[config.mk]
export PLATFORM = sky130hd
export DESIGN_NAME = depth_pixel_back_projection
export DESIGN_NICKNAME = d
export VERILOG_FILES = /design/src/hw/rtl/dpbp_pkg.sv /design/src/hw/rtl/depth_pixel_back_projection.sv
export SDC_FILE = /design/constraint.sdc
export NUM_CORES = 2
export LEC_CHECK = 0
export BUFFER_PORTS_ARGS = -buffer_cell sky130_fd_sc_hd__buf_4
export CORE_UTILIZATION = 50
export CTS_CLUSTER_DIAMETER = 60
export DETAILED_ROUTE_END_ITERATION = 10
export PLACE_DENSITY = 0.75
export REMOVE_ABC_BUFFERS = 1
export SLEW_MARGIN = 0
export SYNTH_ARGS = -nofsm -noshare
export SYNTH_HDL_FRONTEND = slang
export SYNTH_SLANG_ARGS = --single-unit
[constraint.sdc]
create_clock -name clk -period 12.45 [get_ports clk]
set_input_delay 2.49 -clock clk [delete_from_list [all_inputs] [get_ports clk]]
set_output_delay 2.49 -clock clk [all_outputs]
set_load 0.01 [all_outputs]
[src/hw/rtl/dpbp_pkg.sv]
// types, constants and step functions for the depth pixel back-projection pipeline
// used by depth_pixel_back_projection; depends on nothing else
package dpbp_pkg;

    localparam int DataW       = 16;
    localparam int IdxW        = 12;
    localparam int ColorW      = 8;
    localparam int CoordW      = 24;
    localparam int MagW        = 2 * DataW;
    localparam int BitsPerStep = 2;
    localparam int DivStages   = CoordW / BitsPerStep;
    localparam int NumStages   = DivStages + 4;
    localparam int InDataW     = 64;
    localparam int OutDataW    = 88;
    localparam int CfgIdxW     = 3;

    localparam logic [DataW:0] MaxWidth  = 17'd4096;
    localparam logic [DataW:0] MaxHeight = 17'd4096;

    localparam logic [CoordW-1:0] PosSat = 24'h7FFFFF;
    localparam logic [CoordW-1:0] NegSat = 24'h800000;

    localparam logic [DataW-1:0] ResetCenterX = 16'd5120;
    localparam logic [DataW-1:0] ResetCenterY = 16'd3840;
    localparam logic [DataW-1:0] ResetFocalX  = 16'd9600;
    localparam logic [DataW-1:0] ResetFocalY  = 16'd9600;
    localparam logic [DataW-1:0] ResetNear    = 16'd819;
    localparam logic [DataW-1:0] ResetFar     = 16'd16384;

    typedef enum logic [CfgIdxW-1:0] {
        CFG_CENTER_X = 3'd0,
        CFG_CENTER_Y = 3'd1,
        CFG_FOCAL_X  = 3'd2,
        CFG_FOCAL_Y  = 3'd3,
        CFG_NEAR     = 3'd4,
        CFG_FAR      = 3'd5
    } cfg_reg_t;

    typedef struct packed {
        logic [ColorW-1:0] blue;
        logic [ColorW-1:0] green;
        logic [ColorW-1:0] red;
    } color_t;

    typedef struct packed {
        logic             ok;
        logic             neg_x;
        logic             neg_y;
        logic [DataW-1:0] dx;
        logic [DataW-1:0] dy;
        logic [DataW-1:0] depth;
        color_t           color;
    } prep_t;

    typedef struct packed {
        logic            ok;
        logic            neg_x;
        logic            neg_y;
        logic [MagW-1:0] mag_x;
        logic [MagW-1:0] mag_y;
        logic [DataW-1:0] depth;
        color_t          color;
    } mult_t;

    typedef struct packed {
        logic [DataW-1:0]  rem;
        logic [CoordW-1:0] work;
    } axis_t;

    typedef struct packed {
        logic             ok;
        logic             neg_x;
        logic             neg_y;
        logic             sat_x;
        logic             sat_y;
        logic             zero_x;
        logic             zero_y;
        axis_t            ax;
        axis_t            ay;
        logic [DataW-1:0] depth;
        color_t           color;
    } div_t;

    typedef struct packed {
        logic              ok;
        logic [CoordW-1:0] x;
        logic [CoordW-1:0] y;
        logic [DataW-1:0]  z;
        color_t            color;
    } result_t;

    // one restoring division step: shift in the next dividend bit, emit one quotient bit
    function automatic axis_t div_bit(axis_t a, logic [DataW-1:0] focal);
        logic [DataW:0] trial;
        logic           q;
        axis_t          r;
        trial = {a.rem, a.work[CoordW-1]};
        q     = (trial >= {1'b0, focal});
        if (q)
        begin
            trial = trial - {1'b0, focal};
        end
        r.rem  = trial[DataW-1:0];
        r.work = {a.work[CoordW-2:0], q};
        return r;
    endfunction

    function automatic logic [CoordW-1:0] finish_axis(logic [CoordW-1:0] q, logic neg,
                                                     logic sat, logic zero);
        logic [CoordW-1:0] r;
        if (zero)
        begin
            r = '0;
        end
        else if (neg)
        begin
            if (sat || (q[CoordW-1] && (|q[CoordW-2:0])))
            begin
                r = NegSat;
            end
            else
            begin
                r = ~q + 1'b1;
            end
        end
        else if (sat || q[CoordW-1])
        begin
            r = PosSat;
        end
        else
        begin
            r = q;
        end
        return r;
    endfunction

endpackage

[src/hw/rtl/depth_pixel_back_projection.sv]
// depth pixel back-projection: pinhole model, one pixel in, one camera-space point out
// depends on dpbp_pkg
//
//  channel  | direction | request moves
//  s_*      | in        | tdata: pixel_row, pixel_col, depth, blue, green, red
//  m_*      | out       | tdata: point_x, point_y, point_z, out_blue, out_green, out_red;
//           |           | tuser: point_valid
//  cfg_*    | in        | write of one 16-bit register, no read-back
//
// one pixel per cycle while the output does not stall; the pipeline runs from input
// request to output request through an offset stage, a 16x16 multiplier stage, a
// saturation check, 12 divider stages of two quotient bits each, and an output register
// each stage has its own valid bit and takes data when it is empty or moving on,
// so a stall on the output fills bubbles before input ready drops
// reset clears the valid bits and loads the register defaults
module depth_pixel_back_projection
(
    input  logic                                clk,
    input  logic                                rst_n,
    input  logic                                s_tvalid,
    output logic                                s_tready,
    input  logic [dpbp_pkg::InDataW-1:0]        s_tdata,   // row, col, depth, blue, green, red
    output logic                                m_tvalid,
    input  logic                                m_tready,
    output logic [dpbp_pkg::OutDataW-1:0]       m_tdata,   // x, y, z, blue, green, red
    output logic                                m_tuser,   // point_valid
    input  logic                                cfg_we,
    input  logic [dpbp_pkg::CfgIdxW-1:0]        cfg_index,
    input  logic [dpbp_pkg::DataW-1:0]          cfg_data
);

    localparam int NS = dpbp_pkg::NumStages;
    localparam int DS = dpbp_pkg::DivStages;

    logic [dpbp_pkg::DataW-1:0] center_x_reg, center_y_reg, focal_x_reg, focal_y_reg;
    logic [dpbp_pkg::DataW-1:0] near_reg, far_reg;

    logic [NS-1:0]         v_reg;
    logic [NS-1:0]         stage_ready;

    dpbp_pkg::prep_t       prep_reg, prep_next;
    dpbp_pkg::mult_t       mult_reg, mult_next;
    dpbp_pkg::div_t        div_reg  [DS+1];
    dpbp_pkg::div_t        div_next [DS+1];
    dpbp_pkg::result_t     out_reg, out_next;

    logic [dpbp_pkg::IdxW-1:0]  in_row, in_col;
    logic [dpbp_pkg::DataW-1:0] in_depth, scaled_x, scaled_y;
    logic                       in_range;

    // configuration registers
    always_ff @(posedge clk or negedge rst_n)
    begin
        if (!rst_n)
        begin
            center_x_reg <= dpbp_pkg::ResetCenterX;
            center_y_reg <= dpbp_pkg::ResetCenterY;
            focal_x_reg  <= dpbp_pkg::ResetFocalX;
            focal_y_reg  <= dpbp_pkg::ResetFocalY;
            near_reg     <= dpbp_pkg::ResetNear;
            far_reg      <= dpbp_pkg::ResetFar;
        end
        else if (cfg_we)
        begin
            case (cfg_index)
                dpbp_pkg::CFG_CENTER_X: center_x_reg <= cfg_data;
                dpbp_pkg::CFG_CENTER_Y: center_y_reg <= cfg_data;
                dpbp_pkg::CFG_FOCAL_X:  focal_x_reg  <= cfg_data;
                dpbp_pkg::CFG_FOCAL_Y:  focal_y_reg  <= cfg_data;
                dpbp_pkg::CFG_NEAR:     near_reg     <= cfg_data;
                dpbp_pkg::CFG_FAR:      far_reg      <= cfg_data;
                default:                ;
            endcase
        end
    end

    // ready chain, back to front
    always_comb
    begin
        stage_ready[NS-1] = !v_reg[NS-1] || m_tready;
        for (int i = NS - 2; i >= 0; i--)
        begin
            stage_ready[i] = !v_reg[i] || stage_ready[i+1];
        end
    end

    assign s_tready = stage_ready[0];

    // stage 0: offsets from the principal point and range checks
    assign in_row   = s_tdata[11:0];
    assign in_col   = s_tdata[23:12];
    assign in_depth = s_tdata[39:24];
    assign scaled_x = {in_col, 4'b0000};
    assign scaled_y = {in_row, 4'b0000};
    assign in_range = ({5'b0, in_row} < dpbp_pkg::MaxHeight)
                   && ({5'b0, in_col} < dpbp_pkg::MaxWidth);

    always_comb
    begin
        prep_next.ok          = in_range && (in_depth > near_reg) && (in_depth < far_reg);
        prep_next.neg_x       = center_x_reg > scaled_x;
        prep_next.neg_y       = center_y_reg > scaled_y;
        prep_next.dx          = prep_next.neg_x ? (center_x_reg - scaled_x)
                                                : (scaled_x - center_x_reg);
        prep_next.dy          = prep_next.neg_y ? (center_y_reg - scaled_y)
                                                : (scaled_y - center_y_reg);
        prep_next.depth       = in_depth;
        prep_next.color.blue  = s_tdata[47:40];
        prep_next.color.green = s_tdata[55:48];
        prep_next.color.red   = s_tdata[63:56];
    end

    // stage 1: magnitudes
    always_comb
    begin
        mult_next.ok    = prep_reg.ok;
        mult_next.neg_x = prep_reg.neg_x;
        mult_next.neg_y = prep_reg.neg_y;
        mult_next.mag_x = {{dpbp_pkg::DataW{1'b0}}, prep_reg.dx}
                        * {{dpbp_pkg::DataW{1'b0}}, prep_reg.depth};
        mult_next.mag_y = {{dpbp_pkg::DataW{1'b0}}, prep_reg.dy}
                        * {{dpbp_pkg::DataW{1'b0}}, prep_reg.depth};
        mult_next.depth = prep_reg.depth;
        mult_next.color = prep_reg.color;
    end

    // stage 2: saturation check and divider seed, then two quotient bits per stage
    always_comb
    begin
        div_next[0].ok      = mult_reg.ok;
        div_next[0].neg_x   = mult_reg.neg_x;
        div_next[0].neg_y   = mult_reg.neg_y;
        div_next[0].sat_x   = {8'b0, mult_reg.mag_x[31:24]} >= focal_x_reg;
        div_next[0].sat_y   = {8'b0, mult_reg.mag_y[31:24]} >= focal_y_reg;
        div_next[0].zero_x  = (mult_reg.mag_x == '0);
        div_next[0].zero_y  = (mult_reg.mag_y == '0);
        div_next[0].ax.rem  = {8'b0, mult_reg.mag_x[31:24]};
        div_next[0].ax.work = mult_reg.mag_x[23:0];
        div_next[0].ay.rem  = {8'b0, mult_reg.mag_y[31:24]};
        div_next[0].ay.work = mult_reg.mag_y[23:0];
        div_next[0].depth   = mult_reg.depth;
        div_next[0].color   = mult_reg.color;
        for (int k = 1; k <= DS; k++)
        begin
            div_next[k] = div_reg[k-1];
            for (int b = 0; b < dpbp_pkg::BitsPerStep; b++)
            begin
                div_next[k].ax = dpbp_pkg::div_bit(div_next[k].ax, focal_x_reg);
                div_next[k].ay = dpbp_pkg::div_bit(div_next[k].ay, focal_y_reg);
            end
        end
    end

    // output stage: sign, saturation, zeroing of rejected pixels
    always_comb
    begin
        out_next = '0;
        if (div_reg[DS].ok)
        begin
            out_next.ok    = 1'b1;
            out_next.x     = dpbp_pkg::finish_axis(div_reg[DS].ax.work, div_reg[DS].neg_x,
                                                   div_reg[DS].sat_x, div_reg[DS].zero_x);
            out_next.y     = dpbp_pkg::finish_axis(div_reg[DS].ay.work, div_reg[DS].neg_y,
                                                   div_reg[DS].sat_y, div_reg[DS].zero_y);
            out_next.z     = div_reg[DS].depth;
            out_next.color = div_reg[DS].color;
        end
    end

    // valid bits
    always_ff @(posedge clk or negedge rst_n)
    begin
        if (!rst_n)
        begin
            v_reg <= '0;
        end
        else
        begin
            if (stage_ready[0])
            begin
                v_reg[0] <= s_tvalid;
            end
            for (int i = 1; i < NS; i++)
            begin
                if (stage_ready[i])
                begin
                    v_reg[i] <= v_reg[i-1];
                end
            end
        end
    end

    // payload
    always_ff @(posedge clk)
    begin
        if (stage_ready[0] && s_tvalid)
        begin
            prep_reg <= prep_next;
        end
        if (stage_ready[1] && v_reg[0])
        begin
            mult_reg <= mult_next;
        end
        for (int k = 0; k <= DS; k++)
        begin
            if (stage_ready[k+2] && v_reg[k+1])
            begin
                div_reg[k] <= div_next[k];
            end
        end
        if (stage_ready[NS-1] && v_reg[NS-2])
        begin
            out_reg <= out_next;
        end
    end

    assign m_tvalid = v_reg[NS-1];
    assign m_tuser  = out_reg.ok;
    assign m_tdata  = {out_reg.color.red, out_reg.color.green, out_reg.color.blue,
                       out_reg.z, out_reg.y, out_reg.x};

    // rejected pixels leave as all zeros
    a_reject_zero: assert property (@(posedge clk) disable iff (!rst_n)
        (m_tvalid && !m_tuser) |-> (m_tdata == '0))
        else $error("rejected pixel carries nonzero data");

    // an accepted point has a depth above the near limit, so never zero
    a_point_depth: assert property (@(posedge clk) disable iff (!rst_n)
        (m_tvalid && m_tuser) |-> (m_tdata[63:48] != '0))
        else $error("accepted point with zero depth");

    // an input request always lands in the first stage
    a_input_taken: assert property (@(posedge clk) disable iff (!rst_n)
        (s_tvalid && s_tready) |=> v_reg[0])
        else $error("input request lost at first stage");

endmodule
; Yosys cells after proc, flatten, opt, wreduce, memory -nomap -nowiden
; Memory sizes are Yosys's and may differ from the RTL's.
; Index checks and enable logic that the tools add are counted.
[word_totals]
register_bits = 383
latchBits = 0
ramBits = 1651
mem_bits_ro = 0
mem_count = 1
[memory_table]
columns = memory, words, width, rd, rd_ports_with_merged_regs, wr, line
row1 = div_reg, 13, 127, 13, 0, 13, depth_pixel_back_projection.sv:43  ; dpbp_pkg::div_t div_reg [DS+1];
[classes]
add_sub_neg = 54
n_mul = 2
n_div = 0
n_lt_le_gt_ge = 54
n_eq_ne = 5
shift = 0
mux = 85
bitwise = 3
n_reduce_logical = 68
[op_table]
columns = operator, count
row1 = $sub 16x16->16, 52
row2 = $ge 17x16->1, 48
row3 = $mux 16, 50
row4 = $mux 24, 8
row5 = $mux 89, 1
row6 = $logic_not 32->1, 2
row7 = $mul 16x16->32, 2
row8 = $add 24x1->24 const B, 2
row9 = $gt 16x16->1, 3
row10 = $not 24->24, 2
row11 = $reduce_or 23->1, 2
row12 = $ge 8x16->1, 2
row13 = $mux 1, 26
row14 = $logic_or 1x1->1, 20
row15 = $logic_and 1x1->1, 19
row16 = $logic_not 1->1, 16
row17 = $lt 16x16->1, 1
row18 = $reduce_and 2->1, 6
row19 = $eq 3x2->1 const B, 2
row20 = $eq 3x3->1 const B, 2
row21 = $reduce_or 2->1, 2
row22 = $eq 3x1->1 const B, 1
row23 = $logic_not 3->1, 1
row24 = $not 1->1, 1

; Logic depth before layout (Yosys ltp)
[depth]
ltp_word = 18
ltp_mapped = 24
depth_no_buf = 23

; Worst setup path before layout
; Ideal clock, no wire load.
[synth_timing]
kind = input to register
start = input port m_tready
end = memory div_reg[0][508] (netlist name) (enable)
arrival_ps = 12168
slack_ps = -524
stages = 6
cell_sequence = nor2b_1 nand3_1 nor2_1 nand3_1 nor2_1 a21boi_0
[synth_lines]
columns = element, line
row1 = start: declaration, depth_pixel_back_projection.sv:24  ; input logic m_tready,
row2 = end: declaration, depth_pixel_back_projection.sv:43

; Worst setup path after layout
[layout_timing]
start = input port m_tready
end = output port s_tready
[layout_between]
elab_chain_len = 16
[layout_rtl]
columns = element, line
row1 = $logic_or 1x1->1, depth_pixel_back_projection.sv:80  ; stage_ready[NS-1] = !v_reg[NS-1] || m_tready;
row2 = $logic_or 1x1->1 (15 in a row), depth_pixel_back_projection.sv:83  ; stage_ready[i] = !v_reg[i] || stage_ready[i+1];
row3 = end: declaration, depth_pixel_back_projection.sv:21  ; output logic s_tready,
; No other way between the ends.

==> impl_metrics.toml <==
[drt]
firstDrtPassIters = 8
drt-total-wl_um = 292000
via_count = 82400
drtIter0Drc = 5897
wl_per_cell_um = 20.6
ant_nets = 0
drc = 0
vias_per_cell = 5.82

[cts]
postCtsHoldBufs = 0
clk_pin_slew_ns = 0.07
htreeDepth = 4
cts.sinks = 1986
cts-resized-gates = 0
post_cts_buffers = 0
root_buffer = "clkbuf_16"
insertion_delay_ns = 0.88
cts_made_buffers = 210
clock_path_buffers = 3
cts_tree = "yes"

[floorplanning]
initial_core_util_pct = 50.3
core_um2 = 246000
io_pins = 179
die_w_um = 499
die_y_um = 499
die_area_um2 = 249000
row_count = 182

[timing]
worst_hold_slack_ns = 0.356
worstMarginPinSlew_ns = 1.26
setup_viol = 0
hold_viol = 0
fmax_mhz = 123
fin_crit_ns = 8.11
skew_ns = 0.0874
worst_slack_ns = 4.34
max-slew-margin-rel_pct = 15.1
period_share_pct = 65.1
rsz0062_at_grt = "false"
final_max_slew_viol_count = 0

[worst_setup_path]
crit_fanout = 10
critPathKind = "in -> out"
critPathArrivalTime_ns = 5.62
worstSetupEndpointType = "output port"
required_ns = 9.96
worst_setup_path_start_kind = "input port"

[yosys]
yosysMostFrequentCell = "edfxtp_1"
yosys.area.top_type = "edfxtp_1"
synthFlopType = "edfxtp_1"
synth_cell_types = 111
ys_seq_area_share_pct = 47.8
netlist_area_um2 = 124000
synth-seq-cells = 1986
async_reset_ff_share_pct = 5.64
yosys.area.top_type_share_pct = 45.5
synth_cells = 10500
synth_area_leaders = "edfxtp_1, ha_1, fa_1, mux2_2, xnor2_1"
synth-edff-count = 1874
avgSynthCellArea_um2 = 11.8
yosysWarningCount = 0
ys_top_cells_by_count = "edfxtp_1, ha_1, inv_1"

[grt]
first_global_vias = 83200
globalRouteOverflowTotal = 0
grt_max_degree = 111
track_usage_pct = 23.0
grt_first_pass_wirelength_um = 456000
antenna_found_initial = 9

[run]
max_cap_violations = 0

[placement]
gp_congestion = 0.941
portBuffers = 178
hpwl_um = 204000
dpl_worst_slack_ns = 4.40
place_inst = 13800

[cells_and_area]
fin_cells = 14200
fin_nets = 12300
largest_reg_flops = 1603
area_growth_pct = 10.4
layout-drive-gt1-share_pct = 11.6

[min_path]
min_path_type = "reg -> reg"

[status]
status = "finished clean"
-- worst max-delay path, cell delays in order --
cell,delay [ns]
buf_4,0.13
nor2b_1,0.37
nand3_1,0.20
nor2_1,0.40
nand3_1,0.19
nor2_1,0.88
and4_1,0.44
nand3_1,0.27
buf_4,0.23
-- path summary, 6_finish.rpt --
kind	startpoint	endpoint	slack, ns	cells after the start
setup reg to reg	focal_y_reg[1]	div_reg[1][446]	5.31	19
hold / removal	div_reg[0][270]	div_reg[0][397]	0.36	0
setup / recovery	m_tready	s_tready	4.34	9
max in group asynchronous	rst_n	focal_y_reg[11]	9.37	2
min in group asynchronous	rst_n	far_reg[5]	1.73	1
hold reg to reg	div_reg[0][270]	div_reg[0][397]	0.36	0
-- metal layers --
layer  global-route usage (%)  wire length [um]  vias to the layer above
li1                         -                 -                    38800
met1                     30.1            124000                    40500
met3                     3.20             17200                      556
met4                     7.80              9490                        4
met5                        0                26                        -
met2                     39.3            141000                     2591
-- cell type report --
cell class                      instances  area, um2
Antenna cell                            3       7.51
Clock buffer                          236       5400
Clock inverter                        159       1960
Fill cell                           19600     109000
Inverter                              871       3270
Multi-Input combinational cell       7400      60400
Sequential cell                      1986      59100
Tap cell                             3220       4030
Timing Repair Buffer                  290       2200
-- cell families (layout without fill, tap and decap cells) --
kind of cell,count (synthesis),after routing,share of synthesized area (%)
xor gates and xnor gates,638,638,4.52
buffers and inverters,1083,1556,3.39
other,0,3,0
adders and majority gates,1493,1493,17.8
and+or+nand+nor,2469,2469,9.77
DFF,1986,1986,47.8
muxes,524,524,4.80
AOI/OAI and AO/OA,2276,2276,11.9
-- through the flow --
| step | area, um2 | util (%) | TNS [ns] |
|---|---|---|---|
| after detailed placement | 129000 | 52.5 | 0 |
| after global routing | 136000 | 55.5 | 0 |
| after floorplan | 123000 | - | -119.74 |
| final | 136000 | 55.5 | 0 |
| after global placement | 129000 | 52.5 | 0 |
| after CTS | 136000 | 55.5 | 0 |
-- placed cells by master, fill, tap and decap left out, types with 95 or more instances in the layout --
cell / count
nor3_1: 174
xnor2_1: 417
o21ai_0: 515
and2_1: 305
nor2_1: 489
inv_1: 865
clkbuf_16: 211
a21oi_1: 622
mux2_2: 446
buf_4: 288
nand2_1: 811
nor2b_1: 102
edfxtp_1: 1874
a21o_1: 322
nand3_1: 125
o21a_1: 114
xor2_1: 221
ha_1: 1057
o21bai_1: 95
fa_1: 436
Power is not shown: default switching activity piles up to over one toggle a cycle in this logic, so the estimate is an artifact.
